**src/design/i2p_pkg.sv**
```systemverilog
`timescale 1ns / 1ps
// ----------------------------------------------------------------------------
// i2p_pkg
// Shared types, character codes and lookup functions of the infix to postfix
// converter.
// ----------------------------------------------------------------------------
package i2p_pkg;

  localparam int DefStackDepth = 16;

  // Stack entry codes
  typedef logic [2:0] code_t;
  localparam code_t CODE_NONE  = 3'd0;
  localparam code_t CODE_LPAR  = 3'd1;
  localparam code_t CODE_PLUS  = 3'd2;
  localparam code_t CODE_MINUS = 3'd3;
  localparam code_t CODE_MUL   = 3'd4;
  localparam code_t CODE_DIV   = 3'd5;
  localparam code_t CODE_POW   = 3'd6;

  // ASCII characters of interest
  localparam logic [7:0] CHAR_LPAR  = 8'h28;
  localparam logic [7:0] CHAR_RPAR  = 8'h29;
  localparam logic [7:0] CHAR_STAR  = 8'h2A;
  localparam logic [7:0] CHAR_PLUS  = 8'h2B;
  localparam logic [7:0] CHAR_MINUS = 8'h2D;
  localparam logic [7:0] CHAR_SLASH = 8'h2F;
  localparam logic [7:0] CHAR_CARET = 8'h5E;
  localparam logic [7:0] CHAR_NUL   = 8'h00;

  // Sticky status codes
  typedef logic [1:0] err_t;
  localparam err_t ERR_NONE      = 2'd0;
  localparam err_t ERR_OVERFLOW  = 2'd1;
  localparam err_t ERR_UNMATCHED = 2'd2;

  typedef struct packed {
    logic  push;
    logic  pop;
    logic  clear;
    code_t code;
  } stk_ctrl_t;

  typedef struct packed {
    logic  empty;
    logic  full;
    code_t top;
  } stk_stat_t;

  function automatic code_t op_code_of(input logic [7:0] c);
    code_t r;
    case (c)
      CHAR_PLUS:  r = CODE_PLUS;
      CHAR_MINUS: r = CODE_MINUS;
      CHAR_STAR:  r = CODE_MUL;
      CHAR_SLASH: r = CODE_DIV;
      CHAR_CARET: r = CODE_POW;
      default:    r = CODE_NONE;
    endcase
    return r;
  endfunction

  function automatic logic [7:0] code_char(input code_t c);
    logic [7:0] r;
    case (c)
      CODE_LPAR:  r = CHAR_LPAR;
      CODE_PLUS:  r = CHAR_PLUS;
      CODE_MINUS: r = CHAR_MINUS;
      CODE_MUL:   r = CHAR_STAR;
      CODE_DIV:   r = CHAR_SLASH;
      CODE_POW:   r = CHAR_CARET;
      default:    r = CHAR_NUL;
    endcase
    return r;
  endfunction

  function automatic logic [1:0] code_prec(input code_t c);
    logic [1:0] r;
    case (c) inside
      CODE_PLUS, CODE_MINUS: r = 2'd1;
      CODE_MUL, CODE_DIV:    r = 2'd2;
      CODE_POW:              r = 2'd3;
      default:               r = 2'd0;
    endcase
    return r;
  endfunction

  function automatic logic is_alnum(input logic [7:0] c);
    return ((c >= 8'h61) && (c <= 8'h7A)) || ((c >= 8'h41) && (c <= 8'h5A)) ||
           ((c >= 8'h30) && (c <= 8'h39));
  endfunction

endpackage

```
**src/design/infix_to_postfix_converter_core.sv**
```systemverilog
`timescale 1ns / 1ps
// ----------------------------------------------------------------------------
// infix_to_postfix_converter_core
// Shunting-yard converter: infix characters in, postfix characters out.
// ----------------------------------------------------------------------------
// Usage:
//   Input channel: one infix character word per handshake (char_code_i, with
//   last_char_i on the final character). A word is taken when in_valid_i is
//   high and in_stall_o low. Output channel: one postfix word per handshake,
//   taken when out_valid_o is high and out_stall_i low; end_of_output_o marks
//   the final word of an expression, has_char_o low marks a bare end word.
//   status_o carries the sticky error of the expression so far.
// Operation:
//   One word is in work at a time. A letter, digit, '(' or ignored character
//   is handled without any stack pop; every operator popped off the stack
//   for an operator or ')' is a single-entry shift of the cell chain.
//   A last word then flushes every stacked entry and emits the end word.
//   Output words are registered before they appear on the output.
// Reset:
//   rst_ni clears the stack fill count, sticky error and both valids.
// Stall:
//   A stalled output holds its word; the block keeps working until it needs
//   the output register again, then waits with in_stall_o high.
// ----------------------------------------------------------------------------
module infix_to_postfix_converter_core #(
  parameter int STACK_DEPTH = i2p_pkg::DefStackDepth
) (
  input  logic       clk_i,
  input  logic       rst_ni,
  input  logic       in_valid_i,
  output logic       in_stall_o,
  input  logic [7:0] char_code_i,
  input  logic       last_char_i,
  output logic       out_valid_o,
  input  logic       out_stall_i,
  output logic [7:0] out_char_o,
  output logic       has_char_o,
  output logic       end_of_output_o,
  output logic [1:0] status_o
);
  import i2p_pkg::*;

  typedef enum logic [3:0] {
    S_IDLE   = 4'b0001,
    S_WORK   = 4'b0010,
    S_FLUSH  = 4'b0100,
    S_FINISH = 4'b1000
  } state_e;

  state_e     state_q, state_d;
  logic [7:0] char_q;
  logic       last_q;
  err_t       sticky_q;

  // pending word of the last character, held back until its end flag is known
  logic       pend_v_q;
  logic [7:0] pend_char_q;
  err_t       pend_status_q;

  // output register
  logic       out_valid_q;
  logic [7:0] out_char_q;
  logic       out_has_q;
  logic       out_end_q;
  err_t       out_status_q;

  stk_ctrl_t  stk_ctrl;
  stk_stat_t  stk_stat;

  logic       out_free;
  logic       can_emit;
  logic       produce;
  logic [7:0] prod_char;
  logic       err_set;
  err_t       err_code;
  logic       fin;
  code_t      cur_code;
  logic       pop_op;
  state_e     after_st;

  logic       load_out;
  logic [7:0] ld_char;
  logic       ld_has;
  logic       ld_end;
  err_t       ld_status;

  i2p_op_stack #(
    .StackDepth(STACK_DEPTH)
  ) u_stack (
    .clk_i (clk_i),
    .rst_ni(rst_ni),
    .ctrl_i(stk_ctrl),
    .stat_o(stk_stat)
  );

  assign out_free = !out_valid_q || !out_stall_i;
  // a last word parks in the pending slot, others go straight out
  assign can_emit = last_q ? (!pend_v_q || out_free) : out_free;
  assign cur_code = op_code_of(char_q);
  assign after_st = last_q ? S_FLUSH : S_IDLE;
  // pop the top while it binds at least as tightly as the incoming operator
  assign pop_op   = !stk_stat.empty && (stk_stat.top != CODE_LPAR) &&
                    (code_prec(stk_stat.top) >= code_prec(cur_code));

  always_comb begin
    state_d       = state_q;
    stk_ctrl      = '0;
    stk_ctrl.code = cur_code;
    produce       = 1'b0;
    prod_char     = code_char(stk_stat.top);
    err_set       = 1'b0;
    err_code      = ERR_NONE;
    fin           = 1'b0;
    unique case (state_q)
      S_IDLE: begin
        if (in_valid_i) begin
          state_d = S_WORK;
        end
      end
      S_WORK: begin
        if (is_alnum(char_q)) begin
          if (can_emit) begin
            produce   = 1'b1;
            prod_char = char_q;
            state_d   = after_st;
          end
        end else if (char_q == CHAR_LPAR) begin
          stk_ctrl.code = CODE_LPAR;
          if (stk_stat.full) begin
            err_set  = 1'b1;
            err_code = ERR_OVERFLOW;
          end else begin
            stk_ctrl.push = 1'b1;
          end
          state_d = after_st;
        end else if (cur_code != CODE_NONE) begin
          if (pop_op) begin
            if (can_emit) begin
              produce      = 1'b1;
              stk_ctrl.pop = 1'b1;
            end
          end else begin
            if (stk_stat.full) begin
              err_set  = 1'b1;
              err_code = ERR_OVERFLOW;
            end else begin
              stk_ctrl.push = 1'b1;
            end
            state_d = after_st;
          end
        end else if (char_q == CHAR_RPAR) begin
          if (stk_stat.empty) begin
            err_set  = 1'b1;
            err_code = ERR_UNMATCHED;
            state_d  = after_st;
          end else if (stk_stat.top == CODE_LPAR) begin
            stk_ctrl.pop = 1'b1;
            state_d      = after_st;
          end else if (can_emit) begin
            produce      = 1'b1;
            stk_ctrl.pop = 1'b1;
          end
        end else begin
          state_d = after_st;
        end
      end
      S_FLUSH: begin
        if (stk_stat.empty) begin
          state_d = S_FINISH;
        end else if (stk_stat.top == CODE_LPAR) begin
          // drop an unmatched '('
          stk_ctrl.pop = 1'b1;
        end else if (can_emit) begin
          produce      = 1'b1;
          stk_ctrl.pop = 1'b1;
        end
      end
      S_FINISH: begin
        if (out_free) begin
          fin            = 1'b1;
          stk_ctrl.clear = 1'b1;
          state_d        = S_IDLE;
        end
      end
      default: begin
        state_d = S_IDLE;
      end
    endcase
  end

  // output register load: pending word, direct word, or end marker
  always_comb begin
    load_out  = 1'b0;
    ld_char   = prod_char;
    ld_has    = 1'b1;
    ld_end    = 1'b0;
    ld_status = sticky_q;
    if (fin) begin
      load_out = 1'b1;
      ld_end   = 1'b1;
      if (pend_v_q) begin
        ld_char   = pend_char_q;
        ld_status = pend_status_q;
      end else begin
        ld_char = CHAR_NUL;
        ld_has  = 1'b0;
      end
    end else if (produce) begin
      if (last_q) begin
        load_out  = pend_v_q;
        ld_char   = pend_char_q;
        ld_status = pend_status_q;
      end else begin
        load_out = 1'b1;
      end
    end
  end

  always_ff @(posedge clk_i or negedge rst_ni) begin
    if (!rst_ni) begin
      state_q     <= S_IDLE;
      sticky_q    <= ERR_NONE;
      pend_v_q    <= 1'b0;
      out_valid_q <= 1'b0;
    end else begin
      state_q <= state_d;
      if (fin) begin
        sticky_q <= ERR_NONE;
      end else if (err_set && (sticky_q == ERR_NONE)) begin
        sticky_q <= err_code;
      end
      if (fin) begin
        pend_v_q <= 1'b0;
      end else if (produce && last_q) begin
        pend_v_q <= 1'b1;
      end
      if (load_out) begin
        out_valid_q <= 1'b1;
      end else if (out_free) begin
        out_valid_q <= 1'b0;
      end
    end
  end

  always_ff @(posedge clk_i) begin
    if (state_q == S_IDLE && in_valid_i) begin
      char_q <= char_code_i;
      last_q <= last_char_i;
    end
    if (produce && last_q) begin
      pend_char_q   <= prod_char;
      pend_status_q <= sticky_q;
    end
    if (load_out) begin
      out_char_q   <= ld_char;
      out_has_q    <= ld_has;
      out_end_q    <= ld_end;
      out_status_q <= ld_status;
    end
  end

  assign in_stall_o      = (state_q != S_IDLE);
  assign out_valid_o     = out_valid_q;
  assign out_char_o      = out_char_q;
  assign has_char_o      = out_has_q;
  assign end_of_output_o = out_end_q;
  assign status_o        = out_status_q;

`ifndef ASSERT_OFF
  a_pend_drained: assert property (@(posedge clk_i) disable iff (!rst_ni)
    state_q == S_IDLE |-> !pend_v_q)
    else $error("pending word left over between expressions");

  a_flush_last: assert property (@(posedge clk_i) disable iff (!rst_ni)
    (state_q == S_FLUSH || state_q == S_FINISH) |-> last_q)
    else $error("flush entered for a word not marked last");

  a_sticky_code: assert property (@(posedge clk_i) disable iff (!rst_ni)
    sticky_q != 2'd3)
    else $error("sticky error holds an undefined code");

  a_end_clears: assert property (@(posedge clk_i) disable iff (!rst_ni)
    fin |=> (sticky_q == ERR_NONE) && stk_stat.empty)
    else $error("state not cleared after end of expression");
`endif

endmodule

```
**src/design/i2p_stack_cell.sv**
```systemverilog
`timescale 1ns / 1ps
// ----------------------------------------------------------------------------
// i2p_stack_cell
// One entry of the shifting operator stack; takes its neighbor's code on
// push or pop.
// ----------------------------------------------------------------------------
module i2p_stack_cell (
  input  logic              clk_i,
  input  i2p_pkg::stk_ctrl_t ctrl_i,
  input  i2p_pkg::code_t    from_above_i,
  input  i2p_pkg::code_t    from_below_i,
  output i2p_pkg::code_t    code_o
);
  import i2p_pkg::*;

  code_t code_q;

  // shift down on push, up on pop
  always_ff @(posedge clk_i) begin
    if (ctrl_i.push) begin
      code_q <= from_above_i;
    end else if (ctrl_i.pop) begin
      code_q <= from_below_i;
    end
  end

  assign code_o = code_q;

endmodule

```
**src/design/i2p_op_stack.sv**
```systemverilog
`timescale 1ns / 1ps
// ----------------------------------------------------------------------------
// i2p_op_stack
// Operator stack built as a chain of shifting cells plus a fill counter.
// ----------------------------------------------------------------------------
module i2p_op_stack #(
  parameter int StackDepth = i2p_pkg::DefStackDepth
) (
  input  logic               clk_i,
  input  logic               rst_ni,
  input  i2p_pkg::stk_ctrl_t ctrl_i,
  output i2p_pkg::stk_stat_t stat_o
);
  import i2p_pkg::*;

  localparam int CntW = $clog2(StackDepth + 1);

  code_t           cell_code [StackDepth];
  logic [CntW-1:0] count_q;
  logic [CntW-1:0] count_d;

  for (genvar i = 0; i < StackDepth; i++) begin : g_cell
    code_t above;
    code_t below;
    if (i == 0) begin : g_head
      assign above = ctrl_i.code;
    end else begin : g_mid
      assign above = cell_code[i-1];
    end
    if (i == StackDepth - 1) begin : g_tail
      assign below = CODE_NONE;
    end else begin : g_body
      assign below = cell_code[i+1];
    end
    i2p_stack_cell u_cell (
      .clk_i       (clk_i),
      .ctrl_i      (ctrl_i),
      .from_above_i(above),
      .from_below_i(below),
      .code_o      (cell_code[i])
    );
  end

  always_comb begin
    count_d = count_q;
    if (ctrl_i.clear) begin
      count_d = '0;
    end else if (ctrl_i.push) begin
      count_d = count_q + CntW'(1);
    end else if (ctrl_i.pop) begin
      count_d = count_q - CntW'(1);
    end
  end

  always_ff @(posedge clk_i or negedge rst_ni) begin
    if (!rst_ni) begin
      count_q <= '0;
    end else begin
      count_q <= count_d;
    end
  end

  assign stat_o.empty = (count_q == '0);
  assign stat_o.full  = (count_q == CntW'(StackDepth));
  assign stat_o.top   = cell_code[0];

endmodule
```
**config.mk**
```make
export PLATFORM = sky130hd
export DESIGN_NAME = infix_to_postfix_converter_core
export DESIGN_NICKNAME = d
export VERILOG_FILES = /design/src/design/i2p_pkg.sv /design/src/design/infix_to_postfix_converter_core.sv /design/src/design/i2p_stack_cell.sv /design/src/design/i2p_op_stack.sv
export SDC_FILE = /design/constraint.sdc
export NUM_CORES = 1
export LEC_CHECK = 0
export ABC_AREA = 0
export ABC_CLOCK_PERIOD_IN_PS = 4300
export BUFFER_PORTS_ARGS = -buffer_cell sky130_fd_sc_hd__buf_2
export CAP_MARGIN = 20
export CORE_UTILIZATION = 32
export CTS_CLUSTER_DIAMETER = 100
export DETAILED_ROUTE_END_ITERATION = 10
export HOLD_SLACK_MARGIN = 0.12
export SLEW_MARGIN = 10
export SYNTH_ARGS = -nofsm -noshare
export SYNTH_HDL_FRONTEND = slang
export SYNTH_SLANG_ARGS = --single-unit
```
**constraint.sdc**
```tcl
create_clock -name clk_i -period 4.3 [get_ports clk_i]
set_input_delay 0 -clock clk_i [delete_from_list [all_inputs] [get_ports clk_i]]
set_output_delay 0 -clock clk_i [all_outputs]
set_load 0.02 [all_outputs]
```
==> results.sh, run 1 <==
export IMPL_min_period_over_period=0.915
export IMPL_p_seq_frac=0.482
export IMPL_avgSynthCellArea_um2=11.1
export IMPL_drc_errors=0
export IMPL_drv_cap=0
export IMPL_synth_edf_count=79
export IMPL_synthesis_nets=438
export IMPL_fin_setup_tns_ps=0
export IMPL_synth_async_reset_ratio=0.141
export IMPL_seqCellArea_um2=2700
export IMPL_routabilityCongestion=0.867
export IMPL_rr_worst_depth=17
export IMPL_start_util=0.331
export IMPL_grt_max_degree=46
export IMPL_p_clk_frac=0.311
export IMPL_syn_area_um2=4650
export IMPL_rsz0062_at_grt="no"
export IMPL_grt_pass1_vias=2987
export IMPL_grt_overflow_total=0
export IMPL_multi_input_area_um2=1800
export IMPL_p_sw_frac=0.307
export IMPL_grt_pass1_wl_mm=14.6
export IMPL_final_min_clock_period_ps=3930
export IMPL_cp_end_kind="register"
export IMPL_met2_length_mm=4.02
export IMPL_coreArea_um2=14000
export IMPL_min_path_type="input port to async pin"
export IMPL_synth_top_area_frac=0.510
export IMPL_routed_wl_met3_um=247
export IMPL_tightest_slew_ps=726
export IMPL_slew_viol_final=0
export IMPL_fin_skew_ps=11.6
export IMPL_placed_area_um2=4960
export IMPL_htreeDepth=3
export IMPL_leakagePower_nw=2.07
export IMPL_yosys_area_top_type="edfxtp_1"
export IMPL_cts_tree="built"
export IMPL_outcome="complete, no violations"
export IMPL_ys_seq_area_frac=0.580
export IMPL_clk_path_buf_depth=2
export IMPL_final_cell_area_um2=5420
export IMPL_vias=3130
export IMPL_top_layer="met4"
export IMPL_ys_types=77
export IMPL_max_slew_margin=0.515
export IMPL_dieHeight_um=123
export IMPL_critPathMaxFanout=8
export IMPL_die_w_um=123
export IMPL_finalSetupViolations=0
export IMPL_start_kind="register"
export IMPL_gr_usage_all_layers=0.124
export IMPL_n_antenna_cell=0
export IMPL_power_density_nw_per_um2=490
export IMPL_ys_flop_type="edfxtp_1"
export IMPL_drive_above_1_share=0.177
export IMPL_n_fill_cell=1331
export IMPL_clk_pin_slew_ps=70
export IMPL_cts_inserted_buffers=9
export IMPL_cp_arrival_ps=4190
export IMPL_synth_area_top_cells="edfxtp_1 51%, nand2_1 12%, dfrtp_1 6.5%"
export IMPL_rows=43
export IMPL_ios=27
export IMPL_io_buffers=26
export IMPL_final_hold_violation_count=0
export IMPL_final_antenna_net_count=0
export IMPL_wl_per_cell_um=13.6
export IMPL_critPathKind="register to register"
export IMPL_ir_drop_mv=0.234
export IMPL_p_sw_uw=813
export IMPL_clk_insertion_delay_late_ps=340
export IMPL_root_buffer="clkbuf_16"
export IMPL_hpwl_mm=6.02
export IMPL_syn_to_final_growth_pct=16.4
export IMPL_fmax_ghz=0.254
export IMPL_wl_mm=8.72
export IMPL_drt_initial_drc_count=244
export IMPL_antenna_found_initial=0
export IMPL_combPwrFrac=0.207
export IMPL_p_int_mw=1.84
export IMPL_cts_sinks=92
export IMPL_die_area_um2=15000
export IMPL_synth_seq_cells=92
export IMPL_post_cts_setup_buffer_count=0
export IMPL_hold_ws_ps=142
export IMPL_yosys_warnings=0
export IMPL_drt_met1_wl_mm=4.26
export IMPL_avgViaCountPerCell=4.87
export IMPL_drtPass1Iterations=4
export IMPL_required_ps=4560
export IMPL_synth_cells=418
export IMPL_final_net_count=478
export IMPL_fin_util=0.386
## critical path, cell delays in order (launching register included)
cell,delay [ps]
edfxtp_1,510
and4bb_2,370
nand2_1,140
nor2_1,110
o21ai_0,70
o21ai_0,140
ha_1,280
nand2b_1,170
a21oi_2,220
o22a_2,220
o211a_1,160
inv_1,110
fa_1,470
a21o_1,200
a21oi_1,220
nor2_1,70
a22o_1,230
a31oi_1,140
## cell type report
type,instances,area share
Inverter,13,0.00901
Clock inverter,7,0.0171
Timing Repair Buffer,47,0.0591
Tap cell,180,0.0416
Sequential cell,92,0.498
Clock buffer,9,0.0416
Multi-Input combinational cell,295,0.333
## power by group through the flow
stage | clock (mW) | sequential, mW | combinational, mW
6_report | 0.825 | 1.28 | 0.548
5_1_grt | 0.875 | 1.30 | 0.612
4_1_cts | 0.844 | 1.28 | 0.553
3_5_place_dp | 0 | 1.30 | 0.540
3_3_place_gp | 0 | 1.29 | 0.531
2_1_floorplan | 0 | 1.27 | 0.420
## timing repair
item                                   in CTS  in global routing
gates resized for setup                     0                  2
endpoints found under the hold margin      25                  0
hold buffers                               13                  0
setup endpoints to repair                   0                  1
## kinds of logic after synthesis
| kind of cell | synth area share |
|---|---|
| AO/OA/AOI/OAI | 0.125 |
| XOR/XNOR | 0.00565 |
| flip-flops | 0.580 |
| AND/OR/NAND/NOR | 0.206 |
| adder cells (fa/ha/maj) | 0.0204 |
| multiplexers | 0.0247 |
| buffers and inverters | 0.0368 |
| other | 0.000806 |
## metal layers
metal / up-vias / track usage
li1: 1576 / -
met1: 1491 / 0.167
met3: 15 / 0.0172
met4: 0 / 0.0633
met2: 48 / 0.196
met5: - / 0
## cell usage in the layout (no fill, tap or decap), types with 3 or more instances in the layout
master / instances
a211oi_1: 3
a21oi_1: 5
a22o_1: 8
and2_1: 6
and3_1: 3
buf_2: 26
buf_4: 8
clkbuf_16: 9
dfrtp_1: 12
dlygate4sd3_1: 13
edfxtp_1: 79
ha_1: 6
inv_1: 13
mux2i_1: 4
nand2_1: 143
nand2b_1: 4
nand3_1: 6
nor2_1: 15
nor3_1: 6
o21ai_0: 12
## sequential cells by signal, summed over array words and instances, names as in the netlist
| register | count |
|---|---|
| state_q | 4 |
| last_q | 1 |
| pend_char_q | 8 |
| status_o | 2 |
| out_valid_o | 1 |
| char_q | 8 |
| sticky_q | 2 |
| u_stack.count_q | 5 |
| pend_v_q | 1 |
| has_char_o | 1 |
| out_char_o | 8 |
| pend_status_q | 2 |
| end_of_output_o | 1 |
| u_stack.g_cell.u_cell.code_o | 48 |
## worst paths after layout
path	end	from	slack, ps
max	u_stack.count_q[4]	char_q[6]	370
min	state_q[0]	rst_ni	140
max reg2reg	u_stack.count_q[4]	char_q[6]	370
min reg2reg	u_stack.g_cell[14].u_cell.code_o[1]	u_stack.g_cell[15].u_cell.code_o[1]	520
max in group asynchronous	pend_v_q	rst_ni	3050
min in group clk_i	char_q[3]	char_code_i[3]	370
## metrics by stage
stage	total power, mW	setup WS [ps]	instances
finish	2.65	368	643
global route	2.79	98.3	643
CTS	2.67	304	643
detailed placement	1.84	323	614
global placement	1.82	476	614
floorplan	1.69	467	418
## synth_stat cells (5+ instances only)
cell type  count
a21oi_1        6
a22o_1         8
and2_1         6
buf_4          5
dfrtp_1       12
edfxtp_1      79
ha_1           6
inv_1         13
nand2_1      144
nand3_1        6
nor2_1        15
nor3_1         6
o21ai_0       13
Note: power is estimated with default switching activity, not from simulation.
==> run 2, diff against run 1 <==
- ABC_CLOCK_PERIOD_IN_PS: 4300 -> 4200
- RECOVER_POWER: not set -> 100
- clock period: 4.3 -> 4.2 ns (I/O delays scaled with it)
==> run 2 against run 1 <==
- sequential cell count unchanged
- register-to-register slack about the same
- core utilization decreased by 0.72 points
- clock skew decreased by 3.1 ps
- routed wire length decreased by 1.5%
- sequential power about the same
- critical path type unchanged
==> results.sh, run 2 (synthesis results as in run 1) <==
export IMPL_drt_initial_drc_count=240
export IMPL_ir_drop_mv=0.262
export IMPL_layout_common_cells="143 x nand2_1, 79 x edfxtp_1, 17 x clkbuf_1"
export IMPL_placed_area_um2=4970
export IMPL_max_slew_margin=0.324
export IMPL_avgViaCountPerCell=4.85
export IMPL_cts_tree="built"
export IMPL_seqCellArea_um2=2700
export IMPL_grt_max_degree=53
export IMPL_min_path_type="input port to async pin"
export IMPL_routabilityCongestion=0.829
export IMPL_outcome="complete, no violations"
export IMPL_rr_worst_depth=17
export IMPL_grt_overflow_total=0
export IMPL_slew_viol_final=0
export IMPL_drtPass1Iterations=5
export IMPL_r2r_end="u_stack.count_q[4]"
export IMPL_io_buffers=26
export IMPL_dieHeight_um=123
export IMPL_drc_errors=0
export IMPL_fmax_ghz=0.261
export IMPL_final_cell_area_um2=5310
export IMPL_gr_usage_all_layers=0.126
export IMPL_grt_pass1_vias=2992
export IMPL_timing_rr_start="char_q[6]"
export IMPL_die_w_um=123
export IMPL_min_period_over_period=0.911
export IMPL_n_antenna_cell=0
export IMPL_multi_input_area_um2=1760
export IMPL_final_antenna_net_count=0
export IMPL_die_area_um2=15000
export IMPL_rows=43
export IMPL_root_buffer="clkbuf_16"
export IMPL_drv_cap=0
export IMPL_wl_per_cell_um=13.3
export IMPL_final_min_clock_period_ps=3830
export IMPL_tightest_slew_ps=1010
export IMPL_coreArea_um2=14000
export IMPL_drive_above_1_share=0.129
export IMPL_syn_to_final_growth_pct=14.2
export IMPL_cp_end_kind="register"
export IMPL_start_util=0.331
export IMPL_final_common_cell="nand2_1"
export IMPL_hold_ws_ps=175
export IMPL_n_fill_cell=1335
export IMPL_final_net_count=480
export IMPL_finalSetupViolations=0
export IMPL_required_ps=4450
export IMPL_fin_skew_ps=8.44
export IMPL_power_mw=2.64
export IMPL_rsz0062_at_grt="no"
export IMPL_start_kind="register"
export IMPL_cts_inserted_buffers=9
export IMPL_r2r_setup_slack_ps=370
export IMPL_power_density_nw_per_um2=496
export IMPL_clk_path_buf_depth=2
export IMPL_vias=3125
export IMPL_critPathMaxFanout=8
export IMPL_clk_insertion_delay_late_ps=340
export IMPL_clk_pin_slew_ps=70
export IMPL_htreeDepth=3
export IMPL_antenna_found_initial=0
export IMPL_final_hold_violation_count=0
export IMPL_cts_sinks=92
export IMPL_fin_util=0.378
export IMPL_wl_mm=8.58
export IMPL_critPathKind="register to register"
export IMPL_fin_setup_tns_ps=0
export IMPL_grt_pass1_wl_mm=14.7
export IMPL_ios=27
export IMPL_largest_register_ffs=48
export IMPL_leakagePower_nw=2.01
export IMPL_hpwl_mm=5.90
export IMPL_cp_arrival_ps=4080
## run 2: power by group
group / internal [mW] / switching, mW
sequential: 1.17 / 0.140
combinational: 0.235 / 0.316
clock: 0.453 / 0.326
## run 2: area by class of cell
| type | instances | share of cell area |
|---|---|---|
| Clock inverter | 6 | 0.0106 |
| Timing Repair Buffer | 49 | 0.0572 |
| Clock buffer | 9 | 0.0424 |
| Inverter | 13 | 0.00918 |
| Tap cell | 180 | 0.0424 |
| Multi-Input combinational cell | 295 | 0.330 |
| Sequential cell | 92 | 0.508 |
## run 2: stage by stage
| step | worst slack (ps) | instances |
|---|---|---|
| 3_5_place_dp | 206 | 614 |
| 2_1_floorplan | 367 | 418 |
| 3_3_place_gp | 345 | 614 |
| 4_1_cts | 188 | 642 |
| 6_report | 374 | 644 |
| 5_1_grt | 38.0 | 644 |
## run 2: repair_timing
action / in CTS / in global routing
setup buffers: 0 / 2
gates resized for setup: 0 / 3
hold buffers: 13 / 0
endpoints found under the hold margin: 25 / 0
endpoints found under the setup margin: 0 / 1
## run 2: how the worst max path moves through the flow
| stage | cells after the start | end | startpoint | slack, ps |
|---|---|---|---|---|
| 2_1_floorplan | 20 | u_stack.count_q[4] | char_q[0] | 370 |
| 3_3_place_gp | 15 | u_stack.count_q[4] | char_q[6] | 350 |
| 3_5_place_dp | 15 | u_stack.count_q[4] | char_q[6] | 210 |
| 4_1_cts | 15 | u_stack.count_q[4] | char_q[6] | 190 |
| 5_1_grt | 17 | u_stack.count_q[4] | char_q[6] | 40 |
| 6_report | 17 | u_stack.count_q[4] | char_q[6] | 370 |
## run 2: critical path: stages, from the launching register on
cell      delay [ps]
edfxtp_1         510
and4bb_2         370
nand2_1          140
nor2_1           110
o21ai_0           70
o21ai_0          120
ha_1             270
nand2b_1         160
a21oi_2          210
o22a_2           210
o211a_1          150
inv_1            110
fa_1             480
a21o_1           210
a21oi_2          170
nor2_1            60
a22o_1           240
a31oi_1          150
## run 2: per-layer routing
layer / track usage / share of wire / vias up
li1: - / - / 1575
met1: 0.178 / 0.50 / 1510
met2: 0.190 / 0.46 / 36
met3: 0.0293 / 0.029 / 4
met4: 0.0434 / 0.010 / 0
met5: 0 / 0 / -
==> run 3, diff against run 2 <==
- ABC_CLOCK_PERIOD_IN_PS: 4200 -> 3600
- HOLD_SLACK_MARGIN: 0.12 -> not set
- clock period: 4.2 -> 3.6 ns (I/O delays scaled with it)
==> run 3 against run 2 <==
- hold slack improved by 110 ps
- routed wire length rose by 3.0%
- sequential cell count is the same
==> results.sh, run 3 (synthesis results as in run 1) <==
export IMPL_outcome="complete, no violations"
export IMPL_fin_setup_tns_ps=0
export IMPL_start_kind="register"
export IMPL_drv_cap=0
export IMPL_fin_util=0.386
export IMPL_clk_pin_slew_ps=70
export IMPL_cp_end_kind="register"
export IMPL_placed_cells=625
export IMPL_wl_mm=8.84
export IMPL_clk_insertion_delay_late_ps=340
export IMPL_vias=3141
export IMPL_n_fill_cell=1332
export IMPL_antenna_found_initial=0
export IMPL_clk_path_buf_depth=2
export IMPL_drc_errors=0
export IMPL_cts_sinks=92
export IMPL_fin_skew_ps=9.64
export IMPL_hpwl_mm=6.10
export IMPL_syn_to_final_growth_pct=16.4
export IMPL_critPathKind="register to register"
export IMPL_root_buffer="clkbuf_16"
export IMPL_drtPass1Iterations=4
export IMPL_io_buffers=26
export IMPL_required_ps=3610
export IMPL_gr_usage_all_layers=0.129
export IMPL_final_antenna_net_count=0
export IMPL_r2r_end="out_char_o[7]"
export IMPL_grt_pass1_wl_mm=14.9
export IMPL_dieHeight_um=123
export IMPL_rsz0062_at_grt="no"
export IMPL_die_w_um=123
export IMPL_cts_inserted_buffers=9
export IMPL_avgViaCountPerCell=4.78
export IMPL_min_period_over_period=0.941
export IMPL_largest_register_ffs=48
export IMPL_coreArea_um2=14000
export IMPL_drt_initial_drc_count=223
export IMPL_rows=43
export IMPL_hold_ws_ps=283
export IMPL_max_slew_margin=0.418
export IMPL_grt_overflow_total=0
export IMPL_multi_input_area_um2=1790
export IMPL_seqCellArea_um2=2700
export IMPL_final_min_clock_period_ps=3390
export IMPL_htreeDepth=3
export IMPL_min_path_type="input port to async pin"
export IMPL_grt_pass1_vias=3095
export IMPL_power_density_nw_per_um2=566
export IMPL_cp_arrival_ps=3400
export IMPL_wl_per_cell_um=13.5
export IMPL_final_net_count=493
export IMPL_rr_worst_depth=12
export IMPL_drive_above_1_share=0.161
export IMPL_power_mw=3.07
export IMPL_finalSetupViolations=0
export IMPL_die_area_um2=15000
export IMPL_r2r_setup_slack_ps=210
export IMPL_layout_common_cells="143 x nand2_1, 79 x edfxtp_1, 20 x clkbuf_1"
export IMPL_critPathMaxFanout=12
export IMPL_leakagePower_nw=2.05
export IMPL_cts_tree="built"
export IMPL_start_util=0.331
export IMPL_ir_drop_mv=0.253
export IMPL_fin_cells=657
export IMPL_ios=27
export IMPL_n_antenna_cell=0
export IMPL_timing_rr_start="char_q[6]"
export IMPL_tightest_slew_ps=872
export IMPL_fmax_ghz=0.295
export IMPL_grt_max_degree=49
export IMPL_final_hold_violation_count=0
export IMPL_final_common_cell="nand2_1"
export IMPL_slew_viol_final=0
export IMPL_routabilityCongestion=0.867
run 3: worst max-delay path by stage:
stage                         start            endpoint  slack, ps  depth (start not counted)
after CTS                 char_q[6]  u_stack.count_q[4]          7                         15
after global placement    char_q[6]  u_stack.count_q[4]        110                         15
final                     char_q[6]       out_char_o[7]        210                         12
after global routing      char_q[4]  u_stack.count_q[4]         30                         17
after detailed placement  char_q[6]  u_stack.count_q[4]         20                         15
after floorplan           char_q[4]     end_of_output_o         10                         10
run 3: cell type report:
cell class | instances | share of cell area
clock buffers | 11 | 0.0430
clock inverters | 4 | 0.00462
inverters | 13 | 0.00901
multi-input cells | 295 | 0.330
flip-flops and latches | 92 | 0.498
well taps | 180 | 0.0416
repair buffers | 62 | 0.0734
run 3: stage by stage:
stage	worst slack, ps	cell area, µm²
final	214	5420
after detailed placement	16.8	5070
after global placement	111	5070
after floorplan	12.5	4680
after global routing	27.8	5420
after CTS	7.08	5450
run 3: what timing repair did:
item,4_1_cts,5_1_grt
buffers inserted,0,5
hold buffers,12,0
hold endpoints to repair,25,0
setup endpoints to repair,0,1
resized for setup,0,4
run 3: worst max-delay path: stages, from the launching register on:
cell      delay (ps)
edfxtp_1         470
buf_4            190
or3b_4           390
o22ai_1          170
nand3_1          120
ha_1             320
a21oi_2           60
clkbuf_1         110
a211oi_1         390
o211ai_4         150
and3_1           230
o21ai_0          140
clkbuf_2         300
run 3: routing by layer:
layer / routed length (µm) / track usage
met4: 157 / 0.0572
met2: 4170 / 0.210
met1: 4280 / 0.167
met3: 238 / 0.0218
met5: 0 / 0
run 3: power breakdown:
part           internal, mW  switching (mW)  total, mW
clock                 0.463           0.380      0.844
combinational         0.307           0.401      0.708
sequential             1.36           0.156       1.51
total                  2.13           0.938       3.07
